[src/hw/rtl/nra_pkg.sv]
// Package for the node registry with aging: payload types, status codes
// and default constants. No dependencies.
package nra_pkg;
  localparam int TableDepthDef = 16;
  localparam logic [19:0] AgeLimitReset = 20'd10000;

  localparam logic [2:0] ST_REFRESHED = 3'd0;
  localparam logic [2:0] ST_INSERTED  = 3'd1;
  localparam logic [2:0] ST_DROPPED   = 3'd2;
  localparam logic [2:0] ST_REPORT    = 3'd3;
  localparam logic [2:0] ST_EMPTY     = 3'd4;

  typedef struct packed {
    logic        func;
    logic [47:0] mac_address;
    logic [31:0] node_id;
    logic [31:0] now_ms;
  } in_item_t;

  typedef struct packed {
    logic [2:0]  status;
    logic [31:0] report_id;
    logic [19:0] report_age_ms;
    logic        last;
  } out_item_t;
endpackage

[src/hw/rtl/nra_ram.sv]
// Generic single-port-write, one-read RAM with registered read data.
// No dependencies.
module nra_ram #(
  parameter int Width = 8,
  parameter int Depth = 16,
  parameter int AddrW = (Depth > 1) ? $clog2(Depth) : 1
) (
  input  logic             clk,
  input  logic             we,
  input  logic [AddrW-1:0] waddr,
  input  logic [Width-1:0] wdata,
  input  logic [AddrW-1:0] raddr,
  output logic [Width-1:0] rdata
);
  logic [Width-1:0] mem [Depth];

  always_ff @(posedge clk) begin
    if (we) begin
      mem[waddr] <= wdata;
    end
    rdata <= mem[raddr];
  end
endmodule

[src/hw/rtl/node_registry_with_aging.sv]
// Node registry with aging. Depends on nra_pkg and nra_ram.
// One item at a time. A sighting searches the N entries, compacts all N
// when the table is full, then appends; a query makes one memory read per
// entry through the single read port of the entry RAM, whose read data is
// registered; a stalled receiver holds the query walk.
// Reset (synchronous, rst_n low) clears the count, alive bits and
// age limit (10000); entry RAM contents stay undefined until written.
module node_registry_with_aging #(
  parameter int TableDepth = nra_pkg::TableDepthDef
) (
  input  logic               clk,
  input  logic               rst_n,
  input  logic               in_valid,
  output logic               in_ready,
  input  nra_pkg::in_item_t  in_data,
  output logic               out_valid,
  input  logic               out_ready,
  output nra_pkg::out_item_t out_data,
  input  logic               cfg_valid,
  output logic               cfg_ready,
  input  logic [19:0]        cfg_data
);
  localparam int AW = (TableDepth > 1) ? $clog2(TableDepth) : 1;
  localparam int CW = $clog2(TableDepth + 1);
  localparam int EW = 48 + 32 + 32;
  localparam logic [CW-1:0] FULL = CW'(TableDepth);

  localparam logic [2:0] S_IDLE = 3'd0;
  localparam logic [2:0] S_SRCH = 3'd1;
  localparam logic [2:0] S_CMP  = 3'd2;
  localparam logic [2:0] S_APP  = 3'd3;
  localparam logic [2:0] S_QRY  = 3'd4;
  localparam logic [2:0] S_OUT  = 3'd5;

  logic [2:0]            state_r, state_nxt;
  nra_pkg::in_item_t     item_r;
  logic [19:0]           limit_r;
  logic [CW-1:0]         count_r, count_nxt;
  logic [TableDepth-1:0] alive_r, alive_nxt;
  logic [CW-1:0]         rd_r, rd_nxt;
  logic [CW-1:0]         wr_r, wr_nxt;
  logic [AW-1:0]         pidx_r, pidx_nxt;
  logic                  hold_r, hold_nxt;
  nra_pkg::out_item_t    held_r, held_nxt;
  logic                  ov_r, ov_nxt;
  nra_pkg::out_item_t    od_r, od_nxt;

  logic          we;
  logic [AW-1:0] waddr, raddr;
  logic [EW-1:0] wdata, rdata;

  nra_ram #(.Width(EW), .Depth(TableDepth), .AddrW(AW)) u_ram (
    .clk(clk), .we(we), .waddr(waddr), .wdata(wdata), .raddr(raddr), .rdata(rdata)
  );

  logic [47:0] e_addr;
  logic [31:0] e_id, e_time, age;
  logic        in_lim, out_free;
  assign e_addr   = rdata[EW-1 -: 48];
  assign e_id     = rdata[63:32];
  assign e_time   = rdata[31:0];
  assign age      = item_r.now_ms - e_time;
  assign in_lim   = age <= {12'd0, limit_r};
  assign out_free = !ov_r || out_ready;

  assign in_ready  = (state_r == S_IDLE) && !ov_r;
  assign cfg_ready = 1'b1;
  assign out_valid = ov_r;
  assign out_data  = od_r;

  always_comb begin
    state_nxt = state_r;
    count_nxt = count_r;
    alive_nxt = alive_r;
    rd_nxt    = rd_r;
    wr_nxt    = wr_r;
    pidx_nxt  = pidx_r;
    hold_nxt  = hold_r;
    held_nxt  = held_r;
    ov_nxt    = ov_r && !out_ready;
    od_nxt    = od_r;
    we        = 1'b0;
    waddr     = wr_r[AW-1:0];
    wdata     = rdata;
    raddr     = rd_r[AW-1:0];
    unique case (state_r)
      S_IDLE: begin
        if (in_valid && in_ready) begin
          rd_nxt   = '0;
          wr_nxt   = '0;
          hold_nxt = 1'b0;
          raddr    = '0;
          if (in_data.func) begin
            state_nxt = S_QRY;
          end else begin
            state_nxt = S_SRCH;
          end
          if (count_r == '0) begin
            if (in_data.func) begin
              state_nxt = S_OUT;
              held_nxt  = '{nra_pkg::ST_EMPTY, 32'd0, 20'd0, 1'b1};
            end else begin
              state_nxt = S_APP;
            end
          end else begin
            rd_nxt = CW'(1);
          end
          pidx_nxt = '0;
        end
      end
      S_SRCH: begin
        pidx_nxt = rd_r[AW-1:0];
        if (e_addr == item_r.mac_address) begin
          we       = 1'b1;
          waddr    = pidx_r;
          wdata    = {item_r.mac_address, item_r.node_id, item_r.now_ms};
          alive_nxt[pidx_r] = 1'b1;
          held_nxt = '{nra_pkg::ST_REFRESHED, item_r.node_id, 20'd0, 1'b1};
          state_nxt = S_OUT;
        end else if (CW'(pidx_r) + CW'(1) >= count_r) begin
          if (count_r >= FULL) begin
            state_nxt = S_CMP;
            rd_nxt    = CW'(1);
            raddr     = '0;
            pidx_nxt  = '0;
          end else begin
            state_nxt = S_APP;
          end
        end else begin
          rd_nxt = rd_r + CW'(1);
        end
      end
      S_CMP: begin
        pidx_nxt = rd_r[AW-1:0];
        if (alive_r[pidx_r] && in_lim) begin
          we    = 1'b1;
          waddr = wr_r[AW-1:0];
          alive_nxt[wr_r[AW-1:0]] = 1'b1;
          wr_nxt = wr_r + CW'(1);
        end
        if (CW'(pidx_r) + CW'(1) >= count_r) begin
          count_nxt = (alive_r[pidx_r] && in_lim) ? wr_r + CW'(1) : wr_r;
          state_nxt = S_APP;
        end else begin
          rd_nxt = rd_r + CW'(1);
        end
      end
      S_APP: begin
        if (count_r < FULL) begin
          we    = 1'b1;
          waddr = count_r[AW-1:0];
          wdata = {item_r.mac_address, item_r.node_id, item_r.now_ms};
          alive_nxt[count_r[AW-1:0]] = 1'b1;
          count_nxt = count_r + CW'(1);
          held_nxt  = '{nra_pkg::ST_INSERTED, item_r.node_id, 20'd0, 1'b1};
        end else begin
          held_nxt  = '{nra_pkg::ST_DROPPED, 32'd0, 20'd0, 1'b1};
        end
        state_nxt = S_OUT;
      end
      S_QRY: begin
        if (out_free) begin
          pidx_nxt = rd_r[AW-1:0];
          if (!in_lim) begin
            alive_nxt[pidx_r] = 1'b0;
          end else begin
            if (hold_r) begin
              ov_nxt = 1'b1;
              od_nxt = held_r;
            end
            hold_nxt = 1'b1;
            held_nxt = '{nra_pkg::ST_REPORT, e_id, age[19:0], 1'b0};
          end
          if (CW'(pidx_r) + CW'(1) >= count_r) begin
            state_nxt = S_OUT;
            if (!in_lim && !hold_r) begin
              held_nxt = '{nra_pkg::ST_EMPTY, 32'd0, 20'd0, 1'b1};
            end else if (!in_lim) begin
              held_nxt.last = 1'b1;
            end else begin
              held_nxt.last = 1'b1;
            end
          end else begin
            rd_nxt = rd_r + CW'(1);
          end
        end else begin
          raddr = pidx_r;
        end
      end
      S_OUT: begin
        if (out_free) begin
          ov_nxt    = 1'b1;
          od_nxt    = held_r;
          state_nxt = S_IDLE;
        end
      end
      default: state_nxt = S_IDLE;
    endcase
  end

  always_ff @(posedge clk) begin
    if (!rst_n) begin
      state_r <= S_IDLE;
      count_r <= '0;
      alive_r <= '0;
      limit_r <= nra_pkg::AgeLimitReset;
      ov_r    <= 1'b0;
      hold_r  <= 1'b0;
    end else begin
      state_r <= state_nxt;
      count_r <= count_nxt;
      alive_r <= alive_nxt;
      ov_r    <= ov_nxt;
      hold_r  <= hold_nxt;
      if (cfg_valid && cfg_ready) begin
        limit_r <= cfg_data;
      end
    end
  end

  always_ff @(posedge clk) begin
    if (state_r == S_IDLE && in_valid && in_ready) begin
      item_r <= in_data;
    end
    rd_r   <= rd_nxt;
    wr_r   <= wr_nxt;
    pidx_r <= pidx_nxt;
    held_r <= held_nxt;
    od_r   <= od_nxt;
  end

`ifndef SYNTHESIS
  a_count_range: assert property (@(posedge clk) disable iff (!rst_n)
    count_r <= FULL)
    else $error("entry count beyond table depth");
  a_out_hold: assert property (@(posedge clk) disable iff (!rst_n)
    out_valid && !out_ready |=> out_valid && $stable(out_data))
    else $error("result changed while stalled");
  a_idle_done: assert property (@(posedge clk) disable iff (!rst_n)
    in_valid && in_ready |=> state_r != S_IDLE)
    else $error("accepted item left no work");
`endif
endmodule
[config.mk]
export PLATFORM = sky130hd
export DESIGN_NAME = node_registry_with_aging
export DESIGN_NICKNAME = d
export VERILOG_FILES = /design/src/hw/rtl/nra_pkg.sv /design/src/hw/rtl/nra_ram.sv /design/src/hw/rtl/node_registry_with_aging.sv
export SDC_FILE = /design/constraint.sdc
export NUM_CORES = 2
export LEC_CHECK = 0
export ABC_AREA = 1
export ABC_CLOCK_PERIOD_IN_PS = 15400
export BUFFER_PORTS_ARGS = -buffer_cell sky130_fd_sc_hd__buf_2
export CAP_MARGIN = 20
export CELL_PAD_IN_SITES_DETAIL_PLACEMENT = 1
export CELL_PAD_IN_SITES_GLOBAL_PLACEMENT = 1
export CORE_UTILIZATION = 33
export DETAILED_ROUTE_END_ITERATION = 8
export PLACE_DENSITY = 0.62
export SLEW_MARGIN = 10
export SYNTH_ARGS = -nofsm -noshare
export SYNTH_HDL_FRONTEND = slang
export SYNTH_SLANG_ARGS = --single-unit
export TNS_END_PERCENT = 100
[constraint.sdc]
create_clock -name clk -period 15.4 [get_ports clk]
set_input_delay 0 -clock clk [delete_from_list [all_inputs] [get_ports clk]]
set_output_delay 0 -clock clk [all_outputs]
set_load 0.01 [all_outputs]
# Yosys cells after proc, flatten, opt, wreduce, memory -nomap -nowiden
# Memory sizes are Yosys's and may differ from the RTL's. A register that Yosys moved wholly into a read port is not among the register bits.
# Cells that the tools add are included.
# classes
muxes	84
bitwise_logic	5
addsub	5
shift	0
div	0
n_mul	0
order_cmp	10
n_reduce_logical	34
n_eq_ne	23
# op_table
cell	n
2-to-1 mux 56 bit	11
2-to-1 mux 112 bit	2
case mux 112 bit (2 select lines)	1
case mux 56 bit (4 select lines)	1
case mux 56 bit (2 select lines)	1
2-to-1 mux 55 bit	2
2-to-1 mux 16 bit	5
case mux 16 bit (4 select lines)	1
2-to-1 mux 5 bit	10
equality test 48 bit	1
bitwise OR 16 bit	3
<= comparator 32 x 20 -> 1 bit	1
2-to-1 mux 4 bit	8
subtractor 32 bit	1
2-to-1 mux 3 bit	10
inequality test 2 bit (second input constant)	14
case mux 5 bit (2 select lines)	2
case mux 5 bit (4 select lines)	1
2-to-1 mux 1 bit	18
case mux 3 bit (6 select lines)	1
AND reduction 6 bit	3
bitwise AND 16 bit	1
inverter 16 bit	1
case mux 4 bit (4 select lines)	1
29 further kinds	61
# totals
ram_bits	1792
input_bits	138
register_bits	284
mem_count	1
word_cells	182
out_inout_bits	59
latchBits	0
rom_bits	0
# mem_list
name	depth	width	rd	rd_clocked_by_memory_dff	wr	line_no	text
u_ram.mem	16	112	1	1	1	nra_ram.sv:15	logic [Width-1:0] mem [Depth];

# Logic depth before layout (Yosys ltp)
# logic_depth
word_depth	9
depth_mapped	31
depth_no_buf	30

# Cells and area by module
# From an unflattened synthesis, not the netlist that was laid out.
# hier_totals
hier_cells	9436
area_unflattened_um2	95884.5
# by_module_without_submodules
mod	seq_area_each_um2	instances	area_per_inst_um2	cells_per_inst
nra_ram	56053.8	1	78783.1	7347
node_registry_with_aging	8037.7	1	17101.4	2089

# Least setup slack after synthesis
# No wires, ideal clock.
# synth_timing
path_kind	flip-flop to flip-flop
from	register item_r[0] (netlist bit)
to	memory u_ram.mem[14][0] (netlist bit), enable pin
stages_incl_launch_ff	26
setup_time_ns	0.584
path_buffers	0
setup_slack_ns	7.067
arrival_ns	7.749
required_time_ns	14.816
period_less_slack_ns	8.333
path_cell_list	edfxtp_1 inv_1 ha_1 fa_1 inv_1 nand3_1 nand3_1 nand3_1 nand3_1 xor2_1 ha_1 nand2_1 nor2_1 a21oi_1 nand2_1 nand2_1 nand2_1 nand2_1 nand2_1 nor2_1 nand2_1 nor2_4 nand2_4 o21ai_2 nand3_1 nor2_1
# synth_via
elab_chain_cells	7
# synth_lines
element	line_no	text
start, declared	node_registry_with_aging.sv:36	nra_pkg::in_item_t item_r;
start signal, assigned	node_registry_with_aging.sv:223	item_r <= in_data;
subtractor 32 bit	node_registry_with_aging.sv:62	assign age = item_r.now_ms - e_time;
<= comparator 32 x 20 -> 1 bit	node_registry_with_aging.sv:63	assign in_lim = age <= {12'd0, limit_r};
logical AND 1 bit	node_registry_with_aging.sv:135	if (alive_r[pidx_r] && in_lim) begin
2-to-1 mux 1 bit	node_registry_with_aging.sv:135	
case mux 1 bit (3 select lines)	node_registry_with_aging.sv:86	unique case (state_r)
2-to-1 mux 1 bit	nra_ram.sv:18	if (we) begin
2-to-1 mux 1 bit (not written as such)	nra_ram.sv:19	mem[waddr] <= wdata;
end, declared	nra_ram.sv:15	
# No other way between the ends.

# Worst setup path in the final report
# layout_timing
from	register item_r[102] (netlist bit)
to	memory u_ram.mem[4][105] (netlist bit), enable pin
# layout_via
elab_chain_cells	5
word_cells_on_any_way	7
cone_classes	eq/ne: 1; mux: 6
# layout_lines
element	line_no	text
equality test 48 bit *	node_registry_with_aging.sv:113	if (e_addr == item_r.mac_address) begin
2-to-1 mux 1 bit	node_registry_with_aging.sv:113	
case mux 1 bit (3 select lines)	node_registry_with_aging.sv:86	
2-to-1 mux 1 bit	nra_ram.sv:18	
2-to-1 mux 1 bit (not written as such)	nra_ram.sv:19	
# Mark *: on every way between the ends. The rest lies on a longest branch, timed or not.

==> impl.org <==
** Floorplan
- Die Area :: 294,000 um2
- From bottom edge to top edge, the die measures 542 um.
- Chip width :: 542 um
- The floorplan has 197 rows.
- Number of ports placed on the die boundary :: 197
- For this configuration, the core starts out at a cell density of 0.333.
- In this run the standard cell core region covers 289,000 um2.

** Setup path
- Data on the critical path arrives at its endpoint at 7.82 ns.
- The critical path contains buffers and inverters numbering 4 combined.
- The critical path goes through xnor2_1 -> nand2_1 -> nor3_1 -> nand2_1 -> nor2_1 -> nand3_1 -> nor2_1 -> inv_2 -> nand2_4 -> clkinv_2 -> o21ai_2 -> nand3_1 -> nor2_4 -> buf_4 -> buf_4.
- The cell family contributing the most delay on the critical path is simple AND/OR/NAND/NOR gates.
- Along the worst path, the maximum fanout reaches 51.
- Critical path data required time :: 15.92 ns
- FF-to-FF setup slack :: 8.11 ns
- Source of the worst register-to-register timing path :: item_r[102]
- Worst setup path class :: flip-flop to flip-flop
- Endpoint of the worst register-to-register path :: u_ram.mem[4][105]
- On the critical path, the stage with the largest delay is an instance of nor2_4.
- CP Launch Type :: flip-flop
- The worst register-to-register path has a depth of 15.
- Largest incremental delay on the critical path :: 0.85 ns
- STA classifies the critical path endpoint as a flip-flop.

** CTS
- The number of clock buffers added by TritonCTS is 236.
- Longest Clk Path Bufs :: 4
- Clock tree from TritonCTS :: done
- Master cell of the clock root buffer :: clkbuf_16
- Total number of H-tree levels :: 4
- Clk_lat worst skew :: 0.90 ns
- Total setup buffers inserted after CTS :: 0
- Clock-pin slew was measured on the worst setup and hold paths at 0.06 ns.
- Sink Count :: 2,187

** Routing
- Vias post-DR :: 69,900
- For this block, the routed nets add up to 311,000 um of wire.
- Drt first pass iters :: 6
- Mean routed wirelength per cell :: 22.7 um
- In this run the remaining antenna-violating nets after routing total 0.
- The first routing iteration left 5,844 violations.
- Number of design rule violations left after detail routing :: 0
- Vias per Instance :: 5.10

** Layout
- The net count of the finished layout is 9,846.
- Filler Cells Inserted :: 32,000
- Final design utilization :: 0.386
- Layout cell share with drive strength beyond 1 :: 0.0771
- Once layout is done, the placed cells without fillers occupy 112,000 um2.
- After the flow finishes, the layout carries non-filler instances totaling 13,700.
- Signed area change from the synthesized netlist to the final layout :: 16.0%

** Global route
- For this run, the total global-route usage over all layers was measured as 0.208.
- The number of global-route vias before repair came to 71,800.
- In this run the most used layer during global routing was met2.
- Remaining global-route overflow :: 0
- For met3 alone, demand over resource in global routing was 0.0333.
- Initial antenna violation count :: 20
- The first global-routing pass estimated 462,000 um of wire.
- For met1 alone, demand over resource in global routing was 0.291.
- Entering global routing, the biggest net connects 211 pins.
- In the global route stage, met2 resource usage came out at 0.335.

** Logic synthesis
- Yosys printed 0 warnings.
- Synthesis produced a netlist with a net count of 9,482.
- The synthesized design contains 2,187 register bits.
- Synthesis handed over a netlist of 9,274 instances.
- Netlist cell types :: 52
- Dividing the synthesized area by the synthesized cell count gives 10.4 um2.
- Summed instance area of the synthesized netlist :: 96,100 um2
- Part of the Yosys area used for sequential elements :: 0.667

** STA
- Peak clock frequency supported by timing :: 137 MHz
- The worst pin sits at a relative slew slack of 0.231.
- Count of final hold-check violations :: 0
- The worst path needs 7.29 ns of the cycle, external delays included.
- For the pin with the worst max-slew slack, the measured transition is 1.15 ns.
- Minimum setup slack in the final design :: 8.11 ns
- Setup repair after global routing left no endpoint under its margin.
- The tightest hold path in the finished design has a slack of 0.0569 ns.
- Setup-failing EPs final :: 0
- Slew Limit Fails :: 0
- Fin crit share :: 0.474
- Summed negative setup slack over all endpoints :: 0 ns
- Clock skew on the completed layout was measured at 0.0811 ns.

** Placed design
- Port Buffers :: 195
- Routability-driven placement finished with a final weighted congestion of 0.828.
- Place WS :: 8.13 ns
- Post-Place Cells :: 13,000
- The wire-length estimate of the detail-placed layout is 168,000 um.
- After detailed placement, the total cell area comes to 101,000 um2.

** Pwr
- In this run the static leakage power is 44.6 nW.
- Power consumption :: 24.6 mW
- The share of total power dissipated in the clock network is 0.220.
- VDD IR-drop max :: 0.255 mV
- Net switching share of the total power :: 0.438
- Internal power comes to 13.8 mW.
- Power per unit of standard cell area :: 220 nW/um2
- Of the total power, registers draw 0.332.
- Of the total power, combinational logic draws 0.448.
- Summed over all nets, the switching power comes to 10.8 mW.

** Job
- MaxCap Viol Count :: 0

** Outcome
- Status :: completed

** Min path
- Hold Crit Start :: in_data[0]
- The path with the worst hold slack has its endpoint at item_r[0].
- Worst hold path type :: input port to flip-flop
- The worst hold path was traced through 2 stages.
## how the worst max path moves through the flow
stage                   endpoint        start  slack [ns]  cells past startpoint
2_1_floorplan   u_ram.mem[14][0]    item_r[0]        7.07                     25
3_3_place_gp   u_ram.mem[4][103]  item_r[102]        8.25                     15
3_5_place_dp   u_ram.mem[4][103]  item_r[102]        8.13                     15
4_1_cts        u_ram.mem[4][105]  item_r[102]        8.11                     15
5_1_grt        u_ram.mem[4][105]  item_r[102]        7.69                     15
6_report       u_ram.mem[4][105]  item_r[102]        8.11                     15
## synthesized netlist by cell type (all sizes together)
cell type / instances / area [um2]
nand3: 1179 / 5940
clkbuf: 255 / 957
o22ai: 13 / 81.3
a21oi: 90 / 450
buf: 282 / 1410
nor3b: 1 / 7.51
a211oi: 2 / 15.0
o21bai: 4 / 30.0
dfxtp: 158 / 3160
a22oi: 1 / 7.51
a221oi: 1 / 8.76
conb: 1 / 3.75
nand3b: 4 / 30.0
o221ai: 3 / 26.3
edfxtp: 2029 / 60900
inv: 1632 / 6130
a32oi: 1 / 8.76
o211ai: 6 / 45.0
nor3: 41 / 210
o21ai: 668 / 3360
xor2: 37 / 324
a2111oi: 2 / 17.5
nand2: 2053 / 7740
o311ai: 9 / 78.8
o31ai: 12 / 90.1
a21o: 2 / 15.0
a32o: 3 / 30.0
fa: 1 / 20.0
xnor2: 30 / 263
nor4: 3 / 18.8
nand4: 479 / 3000
ha: 69 / 863
nor2: 172 / 681
or2: 16 / 100
o21a: 3 / 22.5
a22o: 1 / 8.76
a31oi: 11 / 68.8
## layer usage
metal	wire, um	up-vias	share of wire
met5	27	-	0.000087
met3	18600	438	0.060
met4	7140	4	0.023
met2	143000	1948	0.46
li1	-	32000	-
met1	143000	35500	0.46
## power by group through the flow
stage	sequential (mW)	combinational (mW)	clock, mW
2_1_floorplan	8.20	7.04	0
6_report	8.16	11.0	5.42
3_3_place_gp	8.26	10.7	0
5_1_grt	8.20	12.1	5.75
3_5_place_dp	8.28	10.9	0
4_1_cts	8.16	11.0	5.53
## layout by cell type, fill, tap and decap left out, types with 11 or more instances in the layout
cell           synthesis  routed
o21ai_1              441     442
dlygate4sd3_1          0     304
clkbuf_16              0     236
nor2_4                 2      20
buf_2                246     195
or2_2                 15      15
a21oi_1               90      90
xor2_1                37      37
dfxtp_1              158     158
o22ai_1               13      13
clkbuf_1             255      71
xnor2_1               30      30
o31ai_1               12      12
nor2_1               162     144
bufinv_16              0      11
nand2_1             2044    2042
clkinv_1               0      43
clkinv_2               0      39
clkbuf_8               0      13
edfxtp_1            2029    2029
nor3_1                40      40
ha_1                  69      69
nand4_1              479     479
buf_12                 0      17
o21ai_0              224     218
inv_1               1618    1617
nand3_1             1175    1174
buf_4                 10     145
a31oi_1               11      11
## area by class of cell
| class | instances | area [um2] | share of cell area |
|---|---|---|---|
| inverters | 1632 | 6150 | 0.0552 |
| well taps | 3880 | 4850 | 0.0435 |
| flip-flops and latches | 2187 | 64100 | 0.575 |
| clock inverters | 109 | 832 | 0.00746 |
| multi-input cells | 4918 | 23800 | 0.213 |
| repair buffers | 663 | 5470 | 0.0490 |
| clock buffers | 320 | 6350 | 0.0569 |
| diodes | 2 | 5.00 | 0.0000449 |
## registers in the layout, indices dropped and copies added (netlist names)
| register | count |
|---|---|
| rd_r | 4 |
| item_r | 112 |
| wr_r | 5 |
| u_ram.rdata | 112 |
| count_r | 5 |
| held_r | 56 |
| u_ram.mem | 1792 |
| limit_r | 20 |
| hold_r | 1 |
| alive_r | 16 |
| pidx_r | 4 |
| out_data | 56 |
| out_valid | 1 |
| state_r | 3 |
## kinds of logic (layout without fill, tap and decap cells)
family | count (synthesis) | after routing | synth area share
buffers and inverters | 2169 | 2724 | 0.0884
adder cells (fa/ha/maj) | 70 | 70 | 0.00919
flip-flops | 2187 | 2187 | 0.667
other | 1 | 3 | 0.0000390
AND/OR/NAND/NOR | 3948 | 3948 | 0.184
AO/OA/AOI/OAI | 832 | 832 | 0.0454
XOR/XNOR | 67 | 67 | 0.00610
## timing repair
action / CTS / global route
gates resized for setup: 0 / 0
hold buffers: 303 / 1
hold endpoints to repair: 219 / 1
No activity file was read; power rests on OpenSTA's default activity.
